### src/rtl/mbe_pkg.sv
`timescale 1ns / 1ps
package mbe_pkg;

	// Q4.28 fixed point throughout the iteration.
	localparam int Q_W       = 32;
	localparam int FRAC_BITS = 28;
	localparam int PROD_W    = 2 * Q_W;
	// Wide enough for every sum that is saturated back to Q4.28.
	localparam int SUM_W     = 38;
	// A square after the shift by FRAC_BITS is non-negative and below 2^35.
	localparam int SQ_W      = 35;

	localparam int COORD_W = 11;
	localparam int STEP_W  = 24;
	localparam int ITER_W  = 9;
	localparam int CFG_IDX_W  = 3;
	localparam int CFG_DATA_W = 32;

	localparam int DEF_MAX_WIDTH  = 2048;
	localparam int DEF_MAX_HEIGHT = 2048;

	localparam logic [ITER_W-1:0] ITER_CAP = ITER_W'(256);
	// Escape radius squared, 4.0 in Q4.28, at the width of a sum of two squares.
	localparam logic [SQ_W:0] ESCAPE_LIMIT = (SQ_W + 1)'(64'd4 << FRAC_BITS);

	// Register indexes on the configuration port.
	localparam logic [CFG_IDX_W-1:0] REG_X_ORIGIN       = 3'd0;
	localparam logic [CFG_IDX_W-1:0] REG_Y_ORIGIN       = 3'd1;
	localparam logic [CFG_IDX_W-1:0] REG_X_STEP         = 3'd2;
	localparam logic [CFG_IDX_W-1:0] REG_Y_STEP         = 3'd3;
	localparam logic [CFG_IDX_W-1:0] REG_MAX_ITERATIONS = 3'd4;

	// Reset values: origin -2.5 - 1.0i and a 256 iteration limit.
	localparam logic signed [Q_W-1:0] RST_X_ORIGIN = -32'sd671088640;
	localparam logic signed [Q_W-1:0] RST_Y_ORIGIN = -32'sd268435456;
	localparam logic [STEP_W-1:0]     RST_X_STEP   = 24'd489335;
	localparam logic [STEP_W-1:0]     RST_Y_STEP   = 24'd497103;
	localparam logic [ITER_W-1:0]     RST_MAX_ITER = 9'd256;

	typedef struct packed {
		logic [COORD_W-1:0] pixel_column;
		logic [COORD_W-1:0] pixel_row;
	} pixel_t;

	typedef struct packed {
		logic [ITER_W-1:0] iteration_count;
		logic              inside_set;
	} result_t;

	// Operand request to the shared multiplier.
	typedef struct packed {
		logic                    en;
		logic signed [Q_W-1:0]   a;
		logic signed [Q_W-1:0]   b;
	} mul_req_t;

	typedef enum logic [3:0] {
		ST_IDLE,
		ST_MAPX,
		ST_MAPY,
		ST_MAPC,
		ST_NEWXY,
		ST_MXX,
		ST_MYY,
		ST_SQY,
		ST_FINISH
	} state_t;

	// Saturate a wide signed sum to the Q4.28 range.
	function automatic logic signed [Q_W-1:0] sat_q(input logic signed [SUM_W-1:0] v);
		logic [SUM_W-Q_W:0] top;
		top = v[SUM_W-1:Q_W-1];
		if ((top == '0) || (top == '1)) begin
			return v[Q_W-1:0];
		end else if (v[SUM_W-1]) begin
			return {1'b1, {(Q_W-1){1'b0}}};
		end else begin
			return {1'b0, {(Q_W-1){1'b1}}};
		end
	endfunction

endpackage

### src/rtl/mbe_mul_unit.sv
`timescale 1ns / 1ps
module mbe_mul_unit (
	input  logic                              clk,
	input  mbe_pkg::mul_req_t                 req,
	output logic signed [mbe_pkg::PROD_W-1:0] product_q
);
	import mbe_pkg::*;

	// Exact signed 32 by 32 product, registered; it holds when not requested.
	always_ff @(posedge clk) begin
		if (req.en) begin
			product_q <= req.a * req.b;
		end
	end

endmodule

### src/rtl/mandelbrot_escape_time.sv
`timescale 1ns / 1ps
// Mandelbrot escape-time engine in Q4.28 fixed point.
//
// The pixel channel (in_valid, in_ready, pixel) carries one column and row.
// The point c is formed as origin plus index times step, and z = z*z + c is
// iterated from zero until |z|^2 exceeds 4 or the iteration limit is reached.
// The result channel (out_valid, out_ready, result) returns the iteration count
// and a flag set when the limit was reached. Every pixel gives one result.
// Configuration is a plain write port (cfg_we, cfg_index, cfg_data); unknown
// indexes are ignored. The user writes it with no pixel in flight (not enforced).
//
// One multiplier is shared by all products under a small sequencer, and a
// pixel takes three products and one update step per iteration; the next
// pixel is taken only once the previous one has left the sequencer.
// The result sits in an output register; a stalled receiver does not stop the
// next pixel from being taken, but a finished pixel waits until the register
// is free. Reset clears the handshake state and loads the default view.
module mandelbrot_escape_time #(
	parameter int MAX_WIDTH  = mbe_pkg::DEF_MAX_WIDTH,
	parameter int MAX_HEIGHT = mbe_pkg::DEF_MAX_HEIGHT
) (
	input  logic                               clk,
	input  logic                               arst_n,
	input  logic                               in_valid,
	output logic                               in_ready,
	input  mbe_pkg::pixel_t                    pixel,
	output logic                               out_valid,
	input  logic                               out_ready,
	output mbe_pkg::result_t                   result,
	input  logic                               cfg_we,
	input  logic [mbe_pkg::CFG_IDX_W-1:0]      cfg_index,
	input  logic [mbe_pkg::CFG_DATA_W-1:0]     cfg_data
);
	import mbe_pkg::*;

	localparam int COL_MAX = MAX_WIDTH - 1;
	localparam int ROW_MAX = MAX_HEIGHT - 1;

	// Configuration registers.
	logic signed [Q_W-1:0] x_origin_q;
	logic signed [Q_W-1:0] y_origin_q;
	logic [STEP_W-1:0]     x_step_q;
	logic [STEP_W-1:0]     y_step_q;
	logic [ITER_W-1:0]     max_iter_q;

	// Per-pixel working registers.
	state_t                state_q, state_d;
	logic [COORD_W-1:0]    col_q, row_q;
	logic [ITER_W-1:0]     limit_q;
	logic [ITER_W-1:0]     iter_q;
	logic signed [Q_W-1:0] cx_q, cy_q, x_q, y_q;
	logic [SQ_W-1:0]       x2_q, y2_q;

	logic                  out_valid_q;
	result_t               result_q;

	mul_req_t                    mul_req;
	logic signed [PROD_W-1:0]    product_q;

	logic                  in_xfer;
	logic                  load_out;
	logic [COORD_W-1:0]    col_clamped, row_clamped;
	logic [ITER_W-1:0]     limit_in;
	logic [SQ_W-1:0]       y2_new;
	logic                  keep_going;
	logic signed [SUM_W-1:0] cx_sum, cy_sum, nx_sum, ny_sum;

	mbe_mul_unit u_mul (
		.clk       (clk),
		.req       (mul_req),
		.product_q (product_q)
	);

	assign in_xfer = in_valid && in_ready;

	// Indexes beyond the frame are pulled back to its last column or row.
	assign col_clamped = (int'(pixel.pixel_column) > COL_MAX) ?
		COORD_W'(COL_MAX) : pixel.pixel_column;
	assign row_clamped = (int'(pixel.pixel_row) > ROW_MAX) ?
		COORD_W'(ROW_MAX) : pixel.pixel_row;
	assign limit_in = (max_iter_q > ITER_CAP) ? ITER_CAP : max_iter_q;

	// The index products are non-negative and below 2^35.
	assign cx_sum = {{(SUM_W-Q_W){x_origin_q[Q_W-1]}}, x_origin_q}
		+ {{(SUM_W-SQ_W){1'b0}}, product_q[SQ_W-1:0]};
	assign cy_sum = {{(SUM_W-Q_W){y_origin_q[Q_W-1]}}, y_origin_q}
		+ {{(SUM_W-SQ_W){1'b0}}, product_q[SQ_W-1:0]};

	// New y is 2*x*y + cy, the doubling folded into a shift one place shorter.
	assign ny_sum = {product_q[PROD_W-1], product_q[PROD_W-1:FRAC_BITS-1]}
		+ {{(SUM_W-Q_W){cy_q[Q_W-1]}}, cy_q};
	assign nx_sum = {{(SUM_W-SQ_W){1'b0}}, x2_q} - {{(SUM_W-SQ_W){1'b0}}, y2_q}
		+ {{(SUM_W-Q_W){cx_q[Q_W-1]}}, cx_q};

	// Squares are non-negative, so the shifted value is a plain part-select.
	assign y2_new = product_q[SQ_W+FRAC_BITS-1:FRAC_BITS];
	assign keep_going = (({1'b0, x2_q} + {1'b0, y2_new}) <= ESCAPE_LIMIT)
		&& (iter_q < limit_q);

	// A finished pixel may move into the output register once it is empty
	// or being emptied in the same cycle.
	assign load_out = (state_q == ST_FINISH) && (!out_valid_q || out_ready);

	always_ff @(posedge clk or negedge arst_n) begin
		if (!arst_n) begin
			state_q <= ST_IDLE;
		end else begin
			state_q <= state_d;
		end
	end

	always_comb begin
		state_d     = state_q;
		in_ready    = 1'b0;
		mul_req.en  = 1'b0;
		mul_req.a   = x_q;
		mul_req.b   = y_q;
		case (state_q)
			ST_IDLE: begin
				in_ready = 1'b1;
				if (in_valid) begin
					state_d = ST_MAPX;
				end
			end
			ST_MAPX: begin
				mul_req.en = 1'b1;
				mul_req.a  = Q_W'(col_q);
				mul_req.b  = Q_W'(x_step_q);
				state_d    = ST_MAPY;
			end
			ST_MAPY: begin
				mul_req.en = 1'b1;
				mul_req.a  = Q_W'(row_q);
				mul_req.b  = Q_W'(y_step_q);
				state_d    = ST_MAPC;
			end
			ST_MAPC: begin
				// z starts at zero, so x*y for the first step is zero too.
				mul_req.en = 1'b1;
				mul_req.a  = '0;
				mul_req.b  = '0;
				state_d    = (limit_q == '0) ? ST_FINISH : ST_NEWXY;
			end
			ST_NEWXY: begin
				state_d = ST_MXX;
			end
			ST_MXX: begin
				mul_req.en = 1'b1;
				mul_req.a  = x_q;
				mul_req.b  = x_q;
				state_d    = ST_MYY;
			end
			ST_MYY: begin
				mul_req.en = 1'b1;
				mul_req.a  = y_q;
				mul_req.b  = y_q;
				state_d    = ST_SQY;
			end
			ST_SQY: begin
				// The cross product for the next step is formed while testing.
				mul_req.en = 1'b1;
				mul_req.a  = x_q;
				mul_req.b  = y_q;
				state_d    = keep_going ? ST_NEWXY : ST_FINISH;
			end
			ST_FINISH: begin
				if (!out_valid_q || out_ready) begin
					state_d = ST_IDLE;
				end
			end
			default: begin
				state_d = ST_IDLE;
			end
		endcase
	end

	// Working registers carry payload only and need no reset.
	always_ff @(posedge clk) begin
		case (state_q)
			ST_IDLE: begin
				if (in_xfer) begin
					col_q   <= col_clamped;
					row_q   <= row_clamped;
					limit_q <= limit_in;
				end
			end
			ST_MAPY: begin
				cx_q <= sat_q(cx_sum);
			end
			ST_MAPC: begin
				cy_q   <= sat_q(cy_sum);
				x_q    <= '0;
				y_q    <= '0;
				x2_q   <= '0;
				y2_q   <= '0;
				iter_q <= '0;
			end
			ST_NEWXY: begin
				x_q    <= sat_q(nx_sum);
				y_q    <= sat_q(ny_sum);
				iter_q <= iter_q + 1'b1;
			end
			ST_MYY: begin
				x2_q <= product_q[SQ_W+FRAC_BITS-1:FRAC_BITS];
			end
			ST_SQY: begin
				y2_q <= y2_new;
			end
			default: begin
			end
		endcase
	end

	always_ff @(posedge clk or negedge arst_n) begin
		if (!arst_n) begin
			x_origin_q <= RST_X_ORIGIN;
			y_origin_q <= RST_Y_ORIGIN;
			x_step_q   <= RST_X_STEP;
			y_step_q   <= RST_Y_STEP;
			max_iter_q <= RST_MAX_ITER;
		end else if (cfg_we) begin
			case (cfg_index)
				REG_X_ORIGIN:       x_origin_q <= cfg_data[Q_W-1:0];
				REG_Y_ORIGIN:       y_origin_q <= cfg_data[Q_W-1:0];
				REG_X_STEP:         x_step_q   <= cfg_data[STEP_W-1:0];
				REG_Y_STEP:         y_step_q   <= cfg_data[STEP_W-1:0];
				REG_MAX_ITERATIONS: max_iter_q <= cfg_data[ITER_W-1:0];
				default: begin
				end
			endcase
		end
	end

	always_ff @(posedge clk or negedge arst_n) begin
		if (!arst_n) begin
			out_valid_q <= 1'b0;
		end else if (load_out) begin
			out_valid_q <= 1'b1;
		end else if (out_ready) begin
			out_valid_q <= 1'b0;
		end
	end

	always_ff @(posedge clk) begin
		if (load_out) begin
			result_q.iteration_count <= iter_q;
			result_q.inside_set      <= (iter_q >= limit_q);
		end
	end

	assign out_valid = out_valid_q;
	assign result    = result_q;

`ifndef SYNTHESIS
	// The update step never runs once the limit has been reached.
	a_iter_below_limit: assert property (@(posedge clk) disable iff (!arst_n)
		(state_q == ST_NEWXY) |-> (iter_q < limit_q))
		else $error("update step entered with the limit already reached");

	// Each update step counts exactly one iteration.
	a_iter_increment: assert property (@(posedge clk) disable iff (!arst_n)
		(state_q == ST_NEWXY) |=> (iter_q == $past(iter_q) + 1'b1))
		else $error("iteration count did not advance by one");

	// A pending result is never overwritten by a finished pixel.
	a_no_overwrite: assert property (@(posedge clk) disable iff (!arst_n)
		((state_q == ST_FINISH) && out_valid_q && !out_ready) |=>
		((state_q == ST_FINISH) && $stable(result_q)))
		else $error("pending result overwritten");

	// An input transfer starts the mapping and closes the input side.
	a_start_busy: assert property (@(posedge clk) disable iff (!arst_n)
		in_xfer |=> ((state_q == ST_MAPX) && !in_ready))
		else $error("input transfer did not start the sequencer");

	// The reported count never exceeds the cap.
	a_count_cap: assert property (@(posedge clk) disable iff (!arst_n)
		out_valid_q |-> (result_q.iteration_count <= ITER_CAP))
		else $error("iteration count above the cap");
`endif

endmodule

### config.mk
export PLATFORM = sky130hd
export DESIGN_NAME = mandelbrot_escape_time
export DESIGN_NICKNAME = d
export VERILOG_FILES = /design/src/rtl/mbe_pkg.sv /design/src/rtl/mbe_mul_unit.sv /design/src/rtl/mandelbrot_escape_time.sv
export SDC_FILE = /design/constraint.sdc
export NUM_CORES = 2
export LEC_CHECK = 0
export BUFFER_PORTS_ARGS = -buffer_cell sky130_fd_sc_hd__buf_4
export CORE_ASPECT_RATIO = 1.25
export CORE_UTILIZATION = 40
export CTS_CLUSTER_SIZE = 8
export DETAILED_ROUTE_END_ITERATION = 16
export HOLD_SLACK_MARGIN = 0.05
export MAX_ROUTING_LAYER = met4
export PLACE_DENSITY = 0.63
export SYNTH_ARGS = -nofsm -noshare
export SYNTH_HDL_FRONTEND = slang
export SYNTH_SLANG_ARGS = --single-unit
### constraint.sdc
create_clock -name clk -period 17.7 [get_ports clk]
set_clock_uncertainty 0.15 [all_clocks]
set_input_delay 0.885 -clock clk [delete_from_list [all_inputs] [get_ports clk]]
set_output_delay 0.885 -clock clk [all_outputs]
set_load 0.01 [all_outputs]
==> results.json <==
{
  "outcome": "finished clean",
  "required_ps": 17940,
  "clockBufferDepth": 3,
  "hp-start": "pixel[9]",
  "cpLargestDelayFamily": "compound AO/OA/AOI/OAI gates",
  "syn-cell-area_um2": 63430,
  "cts_tree": "built",
  "ioPinCount": 74,
  "grt_pass1_wl_mm": 312.9,
  "die_w_um": 358.2,
  "critPathSlowestCell": "a22o_1",
  "synthArstFlopShare": 0.2877,
  "cp_slowest_stage_delay_ps": 1000,
  "ys.flop_type": "edfxtp_1",
  "max_freq_mhz": 83.44,
  "nFillCells": 15190,
  "initialDrtViolationCount": 4080,
  "routed-via-count": 48870,
  "grt_max_degree": 74,
  "synth_top_area_share": 0.3434,
  "antenna_found_initial": 7,
  "area_growth_pct": 8.113,
  "yosysSeqAreaShare": 0.1981,
  "critical_path_class": "reg -> reg",
  "cap_violations": 0,
  "endpoint_kind": "register",
  "cp_num_buf_inv": 4,
  "synth_compound_area_frac": 0.1047,
  "gr-total-overflow": 0,
  "grt_pass1_vias": 50950,
  "routed_wl_mm": 204.6,
  "start_util": 0.4023,
  "synth_fa_ha_area_frac": 0.4241,
  "synth_top_family_by_area": "adder cells",
  "die_y_um": 447.2,
  "finalSetupViolCount": 0,
  "cpMostUsedCell": "fa_1",
  "dp_hpwl_mm": 166.0,
  "period_minus_slack_ps": 11980,
  "hold_violations": 0,
  "crit_path_start": "state_q[3]",
  "syn-num-nets": 8198,
  "synth_common_cells": "inv_1, fa_1, nand2_1",
  "drive_gt1_frac": 0.07599,
  "tightest_slew_ps": 1338,
  "post-cts-setup-buffers": 0,
  "path_depth": 28,
  "hp-class": "in -> reg",
  "synth_top_area_cell": "fa_1",
  "start_kind": "register",
  "crit_end": "u_mul.product_q[56]",
  "synthDistinctLibCells": 92,
  "avgSynthCellArea_um2": 9.554,
  "drv_slew": 0,
  "rows": 163,
  "fin_setup_tns_ps": 0,
  "core-area_um2": 157700,
  "viasPerCell": 5.583,
  "synth_warnings": 0,
  "grt_usage": 0.2695,
  "timing.final.crit_share": 0.6771,
  "clk_pin_slew_ps": 60,
  "worstPathMaxFanout": 53,
  "portBuffers": 73,
  "r2r_slack_ps": 5720,
  "tritoncts.num_buffers": 66,
  "dieArea_um2": 160200,
  "synthSimpleGateAreaFrac": 0.1371,
  "rsz0062_at_grt": "false",
  "rr_startpoint": "state_q[3]",
  "yosysMostFrequentCell": "inv_1",
  "antenna_left": 0,
  "synth_mux_area_frac": 0.02160,
  "htree_levels": 3,
  "synth.top_cells.by_area": "fa_1, edfxtp_1, ha_1, inv_1, nand2_1",
  "arrival_ps": 12230,
  "synth_edf_count": 312,
  "ff2ff_path_depth": 28,
  "nNetsFinal": 8190,
  "root_buffer": "clkbuf_16",
  "wl_per_cell_um": 23.38,
  "r2r_end": "u_mul.product_q[56]",
  "gp_congestion": 0.9975,
  "first_pass_iters": 6,
  "cts_resized": 0,
  "synth-xor-area-share": 0.03286,
  "synthCells": 6639,
  "clk_latency_ps": 660,
  "relSlewSlack": 0.1014,
  "synth_seq_cells": 438,
  "cts_sinks": 438,
  "drc_errors": 0
}
==> area by class of cell <==
class / instances / area (µm²) / area share
flip-flops and latches: 438 / 12570 / 0.1833
well taps: 2062 / 2580 / 0.03762
clock inverters: 11 / 143.9 / 0.002098
multi-input cells: 4830 / 45840 / 0.6685
diodes: 5 / 12.51 / 0.0001825
repair buffers: 196 / 1474 / 0.02149
clock buffers: 111 / 1831 / 0.02669
inverters: 1099 / 4125 / 0.06016
==> sequential cells by signal, summed over array words and instances, names as in the netlist, 10 cells and up <==
signal / cells
u_mul.product_q: 64
x2_q: 35
y2_q: 35
cx_q: 32
cy_q: 32
x_origin_q: 32
x_q: 32
y_origin_q: 32
y_q: 32
x_step_q: 24
y_step_q: 24
col_q: 11
row_q: 11
result: 10
==> kinds of logic after synthesis <==
logic type / count (synthesis)
simple gates: 1969
xor+xnor: 238
compound gates: 1004
fa+ha+maj: 1497
buf+inv: 1371
mux: 122
flops: 438
==> stage by stage <==
stage | std cells | instance area (µm²) | util | hold slack (ps) | worst slack (ps)
after floorplan | 6639 | 63430 | - | 322.7 | 5881
after global placement | 8624 | 66580 | 0.4223 | 336.0 | 6019
after detailed placement | 8624 | 66580 | 0.4223 | 343.5 | 5881
after CTS | 8747 | 68560 | 0.4349 | 224.4 | 5847
after global routing | 8748 | 68560 | 0.4349 | 243.9 | 5340
final | 8752 | 68570 | 0.4350 | 244.4 | 5715
==> worst min-delay path by stage <==
stage | cells after the start | endpoint
4_1_cts | 1 | row_q[9]
6_report | 1 | row_q[9]
5_1_grt | 1 | row_q[9]
2_1_floorplan | 1 | max_iter_q[0]
3_5_place_dp | 1 | max_iter_q[7]
3_3_place_gp | 1 | max_iter_q[4]
==> metal layers <==
metal / share of wire / wire [µm] / global-route usage / vias to the layer above
li1: - / - / - / 21440
met1: 0.37 / 76510 / 0.3132 / 24930
met2: 0.49 / 101100 / 0.4491 / 1892
met3: 0.066 / 13430 / 0.03743 / 603
met4: 0.066 / 13560 / 0.1472 / 0
met5: 0 / 0 / - / -
==> timing repair <==
action / in CTS / in global routing
hold buffers: 1 / 0
setup endpoints to repair: 0 / 0
hold endpoints to repair: 13 / 0
==> layout by cell type (no fill, tap or decap), types with 66 or more instances in the layout <==
cell / n
xor2_1: 86
xnor2_1: 151
dfrtp_1: 89
a21o_1: 137
and2_1: 80
clkbuf_16: 66
nor3_1: 73
edfxtp_1: 312
buf_4: 195
nand2_1: 750
inv_1: 1099
nor2_1: 699
a21oi_1: 263
mux2_2: 119
ha_1: 409
fa_1: 1088
o21ai_0: 206
Power is not shown: default switching activity piles up to over one toggle a cycle in this logic, so the estimate is an artifact.
